**src/idcp_pkg.sv**
```systemverilog
`timescale 1ns / 1ps
// Shared types, constants and helper functions for the intra DC predictor.
// Used by every module of the block; depends on nothing.
package idcp_pkg;

	localparam int MIN_SIDE_LOG2 = 2;
	localparam int MAX_SIDE_LOG2 = 6;
	localparam int SUM_W = 14;
	localparam int RECIP_W = 7;
	localparam int DC_SHIFT = 9;
	localparam int ADDR_W = 3;

	localparam logic [SUM_W-1:0] SUM_MAX = {SUM_W{1'b1}};
	localparam logic [3:0] BIT_DEPTH_RESET = 4'd8;
	localparam logic [3:0] BIT_DEPTH_MAX = 4'd8;
	localparam logic [0:0] REG_BIT_DEPTH = 1'b0;

	localparam logic KIND_SAMPLE = 1'b0;
	localparam logic KIND_FINISH = 1'b1;

	typedef struct packed {
		logic [2:0] width_log2;
		logic [2:0] height_log2;
		logic       above_avail;
		logic       left_avail;
	} blk_info_t;

	function automatic logic [2:0] clamp_log2(input logic [2:0] v);
		logic [2:0] r;
		r = v;
		if (r < 3'(MIN_SIDE_LOG2)) r = 3'(MIN_SIDE_LOG2);
		if (r > 3'(MAX_SIDE_LOG2)) r = 3'(MAX_SIDE_LOG2);
		return r;
	endfunction

	// floor(512 / (w + h)) for every legal block shape
	function automatic logic [RECIP_W-1:0] dc_recip(input logic [7:0] n);
		logic [RECIP_W-1:0] r;
		case (n)
			8'd8:    r = 7'd64;
			8'd12:   r = 7'd42;
			8'd16:   r = 7'd32;
			8'd20:   r = 7'd25;
			8'd24:   r = 7'd21;
			8'd32:   r = 7'd16;
			8'd36:   r = 7'd14;
			8'd40:   r = 7'd12;
			8'd48:   r = 7'd10;
			8'd64:   r = 7'd8;
			8'd68:   r = 7'd7;
			8'd72:   r = 7'd7;
			8'd80:   r = 7'd6;
			8'd96:   r = 7'd5;
			8'd128:  r = 7'd4;
			default: r = 7'd0;
		endcase
		return r;
	endfunction

endpackage

```
**src/intra_dc_predictor.sv**
```systemverilog
`timescale 1ns / 1ps
// Intra DC predictor top level: APB register, input stage, result stage.
// A finish beat passes the input register, then the result register, before
// its DC value shows on the output.
// Throughput: one beat per cycle; a finish stalls only while the result
// register still holds an untaken value. Reset clears both accumulators,
// all valid flags, and sets bit_depth to 8.
module intra_dc_predictor import idcp_pkg::*; (
	input  logic              clk,
	input  logic              arst_n,
	input  logic              psel,
	input  logic              penable,
	input  logic              pwrite,
	input  logic [ADDR_W-1:0] paddr,
	input  logic [31:0]       pwdata,
	output logic [31:0]       prdata,
	output logic              pready,
	input  logic              in_valid,
	output logic              in_ready,
	input  logic              kind,
	input  logic [7:0]        ref_sample,
	input  logic              from_left,
	input  logic [2:0]        width_log2,
	input  logic [2:0]        height_log2,
	input  logic              above_avail,
	input  logic              left_avail,
	output logic              out_valid,
	input  logic              out_ready,
	output logic [7:0]        dc_value
);

	logic [3:0]       bit_depth_q;
	logic             valid_s1, kind_s1, from_left_s1;
	logic [7:0]       sample_s1;
	blk_info_t        info_s1;
	logic             valid_s2;
	logic [7:0]       dc_s2;
	logic             advance, fin_adv, in_acc;
	logic [SUM_W-1:0] left_sum, above_sum;
	logic [7:0]       dc_calc;

	// configuration register
	assign pready = 1'b1;
	assign prdata = (paddr[2] == REG_BIT_DEPTH) ? {28'd0, bit_depth_q} : 32'd0;

	always_ff @(posedge clk or negedge arst_n) begin
		if (!arst_n) begin
			bit_depth_q <= BIT_DEPTH_RESET;
		end else if (psel && penable && pwrite && pready && paddr[2] == REG_BIT_DEPTH) begin
			bit_depth_q <= pwdata[3:0];
		end
	end

	// a sample always drains; a finish needs room in the result register
	assign advance  = valid_s1 && (kind_s1 == KIND_SAMPLE || !valid_s2 || out_ready);
	assign fin_adv  = advance && kind_s1 == KIND_FINISH;
	assign in_ready = !valid_s1 || advance;
	assign in_acc   = in_valid && in_ready;

	always_ff @(posedge clk or negedge arst_n) begin
		if (!arst_n) begin
			valid_s1 <= 1'b0;
		end else if (in_acc) begin
			valid_s1 <= 1'b1;
		end else if (advance) begin
			valid_s1 <= 1'b0;
		end
	end

	always_ff @(posedge clk) begin
		if (in_acc) begin
			kind_s1      <= kind;
			sample_s1    <= ref_sample;
			from_left_s1 <= from_left;
			info_s1      <= '{width_log2, height_log2, above_avail, left_avail};
		end
	end

	idcp_acc u_acc (
		.clk       (clk),
		.arst_n    (arst_n),
		.upd       (advance && kind_s1 == KIND_SAMPLE),
		.clr       (fin_adv),
		.from_left (from_left_s1),
		.sample    (sample_s1),
		.left_sum  (left_sum),
		.above_sum (above_sum)
	);

	idcp_calc u_calc (
		.info      (info_s1),
		.left_sum  (left_sum),
		.above_sum (above_sum),
		.bit_depth (bit_depth_q),
		.dc_value  (dc_calc)
	);

	// result register: hold until the beat is taken
	always_ff @(posedge clk or negedge arst_n) begin
		if (!arst_n) begin
			valid_s2 <= 1'b0;
		end else if (fin_adv) begin
			valid_s2 <= 1'b1;
		end else if (out_ready) begin
			valid_s2 <= 1'b0;
		end
	end

	always_ff @(posedge clk) begin
		if (fin_adv) begin
			dc_s2 <= dc_calc;
		end
	end

	assign out_valid = valid_s2;
	assign dc_value  = dc_s2;

	a_clear_after_finish: assert property (@(posedge clk) disable iff (!arst_n)
		fin_adv |=> (left_sum == '0 && above_sum == '0))
		else $error("accumulators not cleared after finish");

	a_result_from_finish: assert property (@(posedge clk) disable iff (!arst_n)
		$rose(valid_s2) |-> $past(fin_adv))
		else $error("result raised without a finish");

	a_s1_holds: assert property (@(posedge clk) disable iff (!arst_n)
		valid_s1 && !advance |=> valid_s1 && $stable(kind_s1) && $stable(sample_s1))
		else $error("input stage overwritten while stalled");

endmodule

```
**src/idcp_acc.sv**
```systemverilog
`timescale 1ns / 1ps
// Left and above neighbour accumulators with saturation and clear on finish.
// Depends on idcp_pkg.
module idcp_acc import idcp_pkg::*; (
	input  logic             clk,
	input  logic             arst_n,
	input  logic             upd,
	input  logic             clr,
	input  logic             from_left,
	input  logic [7:0]       sample,
	output logic [SUM_W-1:0] left_sum,
	output logic [SUM_W-1:0] above_sum
);

	logic [SUM_W-1:0] left_q, above_q;
	logic [SUM_W:0]   sel_sum;
	logic [SUM_W-1:0] sat_sum;

	assign sel_sum = (from_left ? {1'b0, left_q} : {1'b0, above_q}) + (SUM_W+1)'(sample);
	assign sat_sum = (sel_sum > (SUM_W+1)'(SUM_MAX)) ? SUM_MAX : sel_sum[SUM_W-1:0];

	always_ff @(posedge clk or negedge arst_n) begin
		if (!arst_n) begin
			left_q  <= '0;
			above_q <= '0;
		end else if (clr) begin
			left_q  <= '0;
			above_q <= '0;
		end else if (upd) begin
			if (from_left) begin
				left_q <= sat_sum;
			end else begin
				above_q <= sat_sum;
			end
		end
	end

	assign left_sum  = left_q;
	assign above_sum = above_q;

endmodule

```
**src/idcp_calc.sv**
```systemverilog
`timescale 1ns / 1ps
// DC value from the two sums, block shape, availability and bit depth.
// Depends on idcp_pkg (clamp and reciprocal table).
module idcp_calc import idcp_pkg::*; (
	input  blk_info_t        info,
	input  logic [SUM_W-1:0] left_sum,
	input  logic [SUM_W-1:0] above_sum,
	input  logic [3:0]       bit_depth,
	output logic [7:0]       dc_value
);

	localparam int TOT_W = SUM_W + 2;
	localparam int PROD_W = TOT_W + RECIP_W;

	logic [2:0]        wl, hl;
	logic [7:0]        w, h, n;
	logic [TOT_W-1:0]  total;
	logic [PROD_W-1:0] prod;
	logic [SUM_W:0]    left_rnd, above_rnd;
	logic [3:0]        bd;
	logic [SUM_W-1:0]  v;

	assign wl = clamp_log2(info.width_log2);
	assign hl = clamp_log2(info.height_log2);
	assign w  = 8'd1 << wl;
	assign h  = 8'd1 << hl;
	assign n  = w + h;

	assign total = TOT_W'(left_sum) + TOT_W'(above_sum) + TOT_W'(n >> 1);
	assign prod  = PROD_W'(total) * PROD_W'(dc_recip(n));

	assign left_rnd  = (SUM_W+1)'(left_sum) + (SUM_W+1)'(h >> 1);
	assign above_rnd = (SUM_W+1)'(above_sum) + (SUM_W+1)'(w >> 1);

	always_comb begin
		bd = bit_depth;
		if (bd == 4'd0) bd = 4'd1;
		if (bd > BIT_DEPTH_MAX) bd = BIT_DEPTH_MAX;
		if (info.left_avail && info.above_avail) begin
			v = prod[DC_SHIFT +: SUM_W];
		end else if (info.left_avail) begin
			v = SUM_W'(left_rnd >> hl);
		end else if (info.above_avail) begin
			v = SUM_W'(above_rnd >> wl);
		end else begin
			v = SUM_W'(1) << (bd - 4'd1);
		end
		dc_value = (v > SUM_W'(255)) ? 8'd255 : v[7:0];
	end

endmodule
```
**config.mk**
```make
export PLATFORM = sky130hd
export DESIGN_NAME = intra_dc_predictor
export DESIGN_NICKNAME = d
export VERILOG_FILES = /design/src/idcp_pkg.sv /design/src/intra_dc_predictor.sv /design/src/idcp_acc.sv /design/src/idcp_calc.sv
export SDC_FILE = /design/constraint.sdc
export NUM_CORES = 1
export LEC_CHECK = 0
export BUFFER_PORTS_ARGS = -buffer_cell sky130_fd_sc_hd__buf_2
export CAP_MARGIN = 20
export CORE_ASPECT_RATIO = 0.5
export CORE_UTILIZATION = 62
export CTS_CLUSTER_SIZE = 20
export DETAILED_ROUTE_END_ITERATION = 8
export GPL_TIMING_DRIVEN = 0
export PLACE_DENSITY = 0.84
export SYNTH_ARGS = -nofsm -noshare
export SYNTH_HDL_FRONTEND = slang
export SYNTH_SLANG_ARGS = --single-unit
```
**constraint.sdc**
```tcl
create_clock -name clk -period 12.45 [get_ports clk]
set_clock_uncertainty 0.1 [all_clocks]
set_input_delay 1.245 -clock clk [delete_from_list [all_inputs] [get_ports clk]]
set_output_delay 1.245 -clock clk [all_outputs]
set_load 0.02 [all_outputs]
```
# == Yosys cells after proc, flatten, opt, wreduce, memory -nomap -nowiden ==
# Index checks and enable logic that the tools add are counted.
# op_classes
multipliers,1
n_lt_le_gt_ge,7
shift,5
n_reduce_logical,21
eq_ne,16
bitwise,2
mux,23
n_addsub,7
# ops
op,n
$mux 14,11
$pmux 7 s14,1
$eq 8x7->1 const B,5
$eq 8x6->1 const B,4
$add 14x7->15,2
$shr 15x3->14,2
$eq 8x5->1 const B,3
$mul 16x7->23,1
$add 16x7->16,1
$eq 8x4->1 const B,2
$shl 1x3->8 const A,2
$add 14x14->15,1
$add 15x8->15,1
$gt 15x14->1 const B,1
$gt 14x8->1 const B,1
$shl 1x4->14 const A,1
$mux 3,4
$mux 4,3
$add 8x8->8,1
$eq 8x8->1 const B,1
$logic_and 1x1->1,8
$reduce_bool 2->1,4
$gt 3x3->1 const B,2
$lt 3x2->1 const B,2
other kinds (10),18
# totals
elab_cells,95
output_inout_bits,43
register_bits,60
input_bits,60

# == Logic depth before layout (Yosys ltp) ==
# Gate-level depths: netlist (run 1).
# depth
depth_word,12
mapped_depth,42
depth_no_buf,38

# == By module ==
# Synthesis (run 1) repeated with hierarchy kept, for this count alone.
# unflattened
hier_cells,1298
area_unflattened_um2,10590.2
# modules_own_cells
module,area_per_inst_um2,cells_each,n_inst,seq_area_each_um2
idcp_calc,7379.6,1010,1,0.0
idcp_acc,1900.6,207,1,700.7
intra_dc_predictor,1310.0,81,1,932.1

# == Least setup slack after synthesis (run 1) ==
# OpenSTA, ideal clock, no wires.
# synth_timing
kind,register to register
from,register info_s1[3] (netlist bit)
to,"register dc_s2[7], in the netlist dc_value[7] (data pin)"
required_time_ns,12.071
arrival_time_ns,9.607
path_stages_with_launch,42
setup_ns,0.279
setup_slack_ns,2.463
path_cell_list,edfxtp_1 > buf_2 > and2b_1 > clkbuf_1 > o21a_1 > clkbuf_1 > nor2_1 > ha_1 > o21ai_0 > xor2_1 > inv_1 > ha_1 > a21oi_1 > o21bai_1 > or2_2 > a21boi_1 > maj3_1 > maj3_1 > (+6 left out) > inv_1 > fa_1 > inv_1 > fa_1 > inv_1 > ha_1 > clkbuf_1 > a21o_1 > a21oi_1 > o21ai_0 > nand4_1 > a211o_1 > a21o_1 > a31o_1 > a31oi_2 > inv_1 > o41ai_2 > o2111ai_1
# synth_between
elab_chain_cells,12
elab_cells_between_ends,30
classes_between,add/sub (3); mul (1); order compare (3); eq/ne (15); shift (2); mux (5); reduce/logical (1)
# synth_lines
item,line_no,rtl
"start, declared",intra_dc_predictor.sv:35,blk_info_t info_s1;
"start signal, assigned",intra_dc_predictor.sv:75,"info_s1 <= '{width_log2, height_log2, above_avail, left_avail};"
$lt 3x2->1,idcp_pkg.sv:31,if (r < 3'(MIN_SIDE_LOG2)) r = 3'(MIN_SIDE_LOG2);
$mux 3 (*),idcp_pkg.sv:31,
$gt 3x3->1,idcp_pkg.sv:32,if (r > 3'(MAX_SIDE_LOG2)) r = 3'(MAX_SIDE_LOG2);
$mux 3 (*),idcp_pkg.sv:32,
branches (longest 6 deep; another with $mul 16x7->23),-,
$mux 14 (*),idcp_calc.sv:39,if (info.left_avail && info.above_avail) begin
$gt 14x8->1,idcp_calc.sv:48,dc_value = (v > SUM_W'(255)) ? 8'd255 : v[7:0];
"end signal, assigned",intra_dc_predictor.sv:111,dc_s2 <= dc_calc;
"end, declared",intra_dc_predictor.sv:37,logic [7:0] dc_s2;
# Mark *: on every way between the ends.
# A chain may end at the register's enable or synchronous reset.

# == Final worst setup path (run 1) ==
# Same ends and word-level chain as after synthesis.

==> results of run 1 <==
[cells in the mapped netlist, drive strengths merged (9+ instances only)]
cell type,count
a21o,31
or2,13
nand4,14
inv,91
mux2,47
nor4,10
nand2,91
and3,13
dfrtp,33
a31oi,18
o211ai,10
nor3,22
nand2b,30
buf,43
xor2,25
mux2i,20
nor2,135
a21oi,82
ha,80
o21bai,10
fa,74
nor2b,23
o21ai,40
edfxtp,26
and2,15
xnor2,48
clkbuf,42
a211oi,9
nand3,29
[metrics by stage]
| stage | power [mW] | hold WS [ps] | util (%) | setup WS (ps) |
|---|---|---|---|---|
| final | 2.22 | 438 | 69.5 | 845 |
| after global routing | 2.40 | 482 | 69.5 | 147 |
| after detailed placement | 1.95 | 406 | 67.8 | 1030 |
| after global placement | 1.90 | 408 | 67.8 | 1110 |
| after floorplan | 1.52 | 399 | - | 2460 |
| after CTS | 2.19 | 427 | 69.5 | 956 |
[final timing paths]
path,endpoint,slack (ps)
min in group asynchronous,u_acc.above_sum[10]$_DFFE_PN0P_,880
max,dc_value[7]$_SDFFCE_PN1P_,850
max reg2reg,dc_value[7]$_SDFFCE_PN1P_,850
min reg2reg,out_valid$_DFFE_PN0P_,440
max in group asynchronous,u_acc.left_sum[5]$_DFFE_PN0P_,10870
min,out_valid$_DFFE_PN0P_,440
[area by class of cell]
type / count / area, um2
flip-flops and latches: 60 / 1630
clock buffers: 9 / 225
well taps: 227 / 284
clock inverters: 7 / 52.6
fillers: 1364 / 5030
plain buffers: 85 / 460
multi-input cells: 1044 / 8270
inverters: 91 / 342
repair buffers: 43 / 215
[cells by family (layout without fill, tap and decap cells)]
group / Yosys count / in the layout / synth area share (%)
AO/OA/AOI/OAI: 285 / 285 / 19.6
XOR/XNOR: 74 / 74 / 6.48
adder cells (fa/ha/maj): 160 / 160 / 24.1
buffers and inverters: 176 / 235 / 7.59
flip-flops: 60 / 60 / 15.5
multiplexers: 67 / 67 / 6.91
other: 2 / 39 / 0.0711
AND/OR/NAND/NOR: 419 / 419 / 19.8
[worst max-delay path, delay by kind of cell, from the launching register on]
family | cells | cell delay, ps
buffers and inverters | 7 | 1520
and+or+nand+nor | 8 | 1560
xor gates and xnor gates | 3 | 1130
DFF | 1 | 350
AOI/OAI and AO/OA | 12 | 2740
adders and majority gates | 9 | 3910
[per-layer routing]
layer / vias up / GRT usage [%] / routed length [um]
met5: - / 0 / 0
met4: 0 / 9.77 / 588
met3: 55 / 4.52 / 1950
met2: 399 / 55.4 / 12700
met1: 4590 / 44.1 / 12400
li1: 4492 / - / -
[report_power, final]
part	switching (mW)	internal, mW
Sequential	0.0755	0.256
Clock	0.0964	0.135
Combinational	1.05	0.609
[placed cells by master (no fill, tap or decap), types with 12 or more instances in the layout]
master | netlist | routed
conb_1 | 2 | 39
clkbuf_1 | 42 | 42
nand3_1 | 29 | 29
a21o_1 | 30 | 30
and2_1 | 15 | 15
o21ai_0 | 33 | 33
edfxtp_1 | 26 | 26
ha_1 | 80 | 80
xor2_1 | 23 | 23
fa_1 | 74 | 74
mux2_2 | 47 | 47
nor2b_1 | 23 | 23
nand2b_1 | 30 | 30
xnor2_1 | 47 | 47
mux2i_1 | 20 | 20
buf_4 | 32 | 32
inv_1 | 90 | 90
a31oi_1 | 14 | 14
a21oi_1 | 77 | 77
and3_1 | 12 | 12
buf_2 | 5 | 48
nor3_1 | 22 | 22
nor2_1 | 135 | 135
nand2_1 | 90 | 90
dfrtp_1 | 33 | 33
nand4_1 | 14 | 14
[flip-flops by register name, summed over array words and instances (netlist names), 4 cells and up]
name and cells:
bit_depth_q 4, dc_value 8, info_s1 8, sample_s1 8
u_acc.above_sum 14, u_acc.left_sum 14
==> metrics.txt, run 1 <==
peak supply drop 0.184 mV; DRC viols 0; LEAKAGE 5.39 nW; GRT Util Overall 32.8%; HP Class flop to flop; die area 0.0176 mm2; status finished clean; die width 187 um; Reg clk slew, reported paths 60 ps; Pins Over Slew Limit 0; Post-DRT Antenna Nets 0; Post-DP Area 0.0112 mm2; # IOs 103; initial antenna violation count 0; R2R depth 39; Post-synth EDFFs 26; Post-layout nets 1,548; clk_lat worst skew 340 ps; Rel. slew slack 31.5%; Critical Path Most Common Cell fa_1; Via-to-Cell Ratio 6.09; CP max-delay cell xor2_1; minimum clock period 11,600 ps; number of global-route vias before repair 9,199; Critical R2R Launch info_s1[3]$_DFFE_PP_; hold path startpoint out_valid$_DFFE_PN0P_; post-synthesis cell area 0.0106 mm2; CTS tree built; final cell count without fillers 1,566; core box area 0.0165 mm2; 1st-pass router iterations 5; IO buf count 43; Row Count 33; HPWL after DPL 22,600 um; Max Cap Viol 0; maximum clock frequency 86.2 MHz; fin crit share 93.2%; WS Path Type flop to flop; arrival time of the worst setup path 11,560 ps; Power Dens Cells 193 mW/mm2; Unique masters post-synth 97; vias 9,536; largest area contributor in the netlist fa_1; post-route cell area 0.0115 mm2; # Post-CTS Setup Buffers 0; Avg Synthesized Cell Area 8.50 um2; # clock sinks 60; Synth async-reset ratio 56.7%; Num CTS Buffers 9; hold violation total from the final report 0; Critical path origin info_s1[3]$_DFFE_PP_; CP peak stage delay 670 ps; largest cells by area after synthesis fa_1, ha_1, dfrtp_1; GRT overflow 0; routability congestion estimate 1.01; flops & latches, synth 60; Total Routed Length 27,700 um; CTS max path bufs 2; Worst setup SP type flop; Tightest Pin Transition 1030 ps; Yosys Warn Count 0; die span in y 94.3 um; Resized cells post-CTS 0; initial core utilization 63.9%; drt initial violations 749; layout cell share with drive strength beyond 1 14.7%; leading register cell type out of synthesis dfrtp_1; share of the synthesized area in the top cell type 14.0%; unrepaired setup endpoints after global routing false; Placed Cells 1,550; first-pass GRT wire length 45,900 um; hold depth 2; crit path max fanout 10; WL/cell 17.7 um; Final setup viols 0; CP required 12,410 ps; antenna cells 0; H-tree depth 3; root buffer cell clkbuf_16; Hold Buf Count CTS 0; post-synthesis sequential area ratio 15.5%; TNS Setup 0 ps; area grow syn2layout 8.72%; Mapped Cells 1,243; largest net degree at the start of global routing 35; crit path capture type flop
Note: power is estimated with default switching activity, not from simulation.
==> inputs of run 2 (changes only) <==
REMOVE_ABC_BUFFERS = 1   (was not set)
==> metrics.txt, run 2 (synthesized netlist as in run 1, its figures left out) <==
Total Routed Length 27,000 um (was 27,700 um); Rel. slew slack 5.25% (was 31.5%); TNS Setup 0 ps (unchanged); Reg clk slew, reported paths 60 ps (about the same); Worst setup SP type flop (unchanged); Critical Path Most Common Cell fa_1 (unchanged); Power Dens Cells 200 mW/mm2 (was 193 mW/mm2); CTS max path bufs 2 (unchanged); Pins Over Slew Limit 0 (unchanged); hold violation total from the final report 0 (unchanged); Num CTS Buffers 9 (unchanged); hold path startpoint out_valid$_DFFE_PN0P_ (unchanged); minimum clock period 11,570 ps (was 11,600 ps); Row Count 33 (unchanged); maximum clock frequency 86.4 MHz (was 86.2 MHz); CP required 12,410 ps (about the same); 1st-pass router iterations 5 (unchanged); number of global-route vias before repair 9,215 (was 9,199); Bufs and invs on worst path 3 (was 7); DRC viols 0 (unchanged); crit path capture type flop (unchanged); CP max-delay cell edfxtp_1 (was xor2_1); Final setup viols 0 (unchanged); r2r setup slk 880 ps (was 850 ps); largest net degree at the start of global routing 35 (unchanged); Finished Core Util 67.2% (was 69.5%); LEAKAGE 5.19 nW (was 5.39 nW); first-pass GRT wire length 44,900 um (was 45,900 um); HPWL after DPL 21,300 um (was 22,600 um); HP Class flop to flop (unchanged); area of the multi-input gates 0.00827 mm2 (about the same); layout cell share with drive strength beyond 1 12.9% (was 14.7%); CTS tree built (unchanged); # clock sinks 60 (unchanged); Max Cap Viol 0 (unchanged); GRT Util Overall 31.9% (was 32.8%); most common cell after layout, fill and taps aside nor2_1 (unchanged); Hold Buf Count CTS 0 (unchanged); FF+latch area 0.00163 mm2 (unchanged); CP peak stage delay 700 ps (was 670 ps); drt initial violations 1,000 (was 749); initial core utilization 63.9% (unchanged); die width 187 um (unchanged); peak supply drop 0.175 mV (was 0.184 mV); arrival time of the worst setup path 11,530 ps (was 11,560 ps); die span in y 94.3 um (unchanged); Levels on crit path 35 (was 39); clk_lat worst skew 340 ps (about the same); post-route cell area 0.0111 mm2 (was 0.0115 mm2); fin crit share 93.0% (was 93.2%); R2R depth 35 (was 39); WL/cell 18.2 um (was 17.7 um); Via-to-Cell Ratio 6.26 (was 6.09); die area 0.0176 mm2 (unchanged); crit path max fanout 17 (was 10); # fillers 1,341 (was 1,364); GRT overflow 0 (unchanged); Post-layout nets 1,469 (was 1,548); Post-DP Area 0.0108 mm2 (was 0.0112 mm2); # IOs 103 (unchanged); status finished clean (unchanged); # Post-CTS Setup Buffers 0 (unchanged); Critical R2R Launch info_s1[3]$_DFFE_PP_ (unchanged); initial antenna violation count 0 (unchanged); antenna cells 0 (unchanged); WS Path Type flop to flop (unchanged); Post-DRT Antenna Nets 0 (unchanged); vias 9,316 (was 9,536); core box area 0.0165 mm2 (unchanged); area grow syn2layout 5.06% (was 8.72%); H-tree depth 3 (unchanged); routability congestion estimate 0.998 (was 1.01); Overall Power 2.22 mW (about the same); hold depth 2 (unchanged); Critical path origin info_s1[3]$_DFFE_PP_ (unchanged); CP delay by family, top adder cells (unchanged); Tightest Pin Transition 1420 ps (was 1030 ps); unrepaired setup endpoints after global routing false (unchanged); root buffer cell clkbuf_16 (unchanged); IO buf count 43 (unchanged); commonest cells after routing, fill and taps aside nor2_1, inv_1, nand2_1 (unchanged)
## run 2: cell count changes in the layout (fill, tap and decap cells not counted), sizes merged
cell / before / now
buf: 86 / 49
bufinv: 0 / 1
clkbuf: 51 / 12
clkinv: 3 / 2
clkinvlp: 3 / 0
## run 2: per-layer routing
layer  wire (um)  vias up  global-route usage [%]
met2       12700      435                    55.5
met5           0        -                       0
met1       11800     4509                    42.2
met4         316        0                    7.58
met3        2170       36                    4.63
li1            -     4336                       -
## run 2: path summary, 6_finish.rpt
path | end
min reg2reg | out_valid$_DFFE_PN0P_
max | dc_value[7]$_SDFFCE_PN1P_
max in group asynchronous | u_acc.above_sum[4]$_DFFE_PN0P_
min | out_valid$_DFFE_PN0P_
max reg2reg | dc_value[7]$_SDFFCE_PN1P_
min in group asynchronous | bit_depth_q[0]$_DFFE_PN0P_
## run 2: through the flow
stage               std cells  hold WS, ps  worst slack, ps
floorplan                1195          399             2590
detailed placement       1470          401              858
CTS                      1486          427              813
global route             1487          472              174
finish                   1487          423              875
global placement         1465          405              871
## run 2: repair_timing
item	in CTS	in global routing
gates resized for setup	0	1
hold endpoints to repair	0	0
setup endpoints to repair	0	7
## run 2: report_power, final
group	total, mW	internal (mW)	leakage (nW)	switching [mW]
clock network	0.259	0.167	0.152	0.0921
registers	0.357	0.255	0.680	0.101
logic	1.61	0.603	4.35	1.00
## run 2: cell type report
class / count / area share [%]
Multi-Input combinational cell: 1044 / 74.5
Sequential cell: 60 / 14.7
Inverter: 91 / 3.08
Tap cell: 227 / 2.56
Timing Repair Buffer: 49 / 2.39
Clock buffer: 12 / 2.32
Clock inverter: 4 / 0.417
## run 2: worst reg2reg max path: cells and delay by family, from the launching register on
family	cells	cell delay, ps
fa+ha+maj	9	4160
xor+xnor	3	1100
simple gates	8	1900
flops	1	700
buf+inv	3	240
compound gates	12	3120
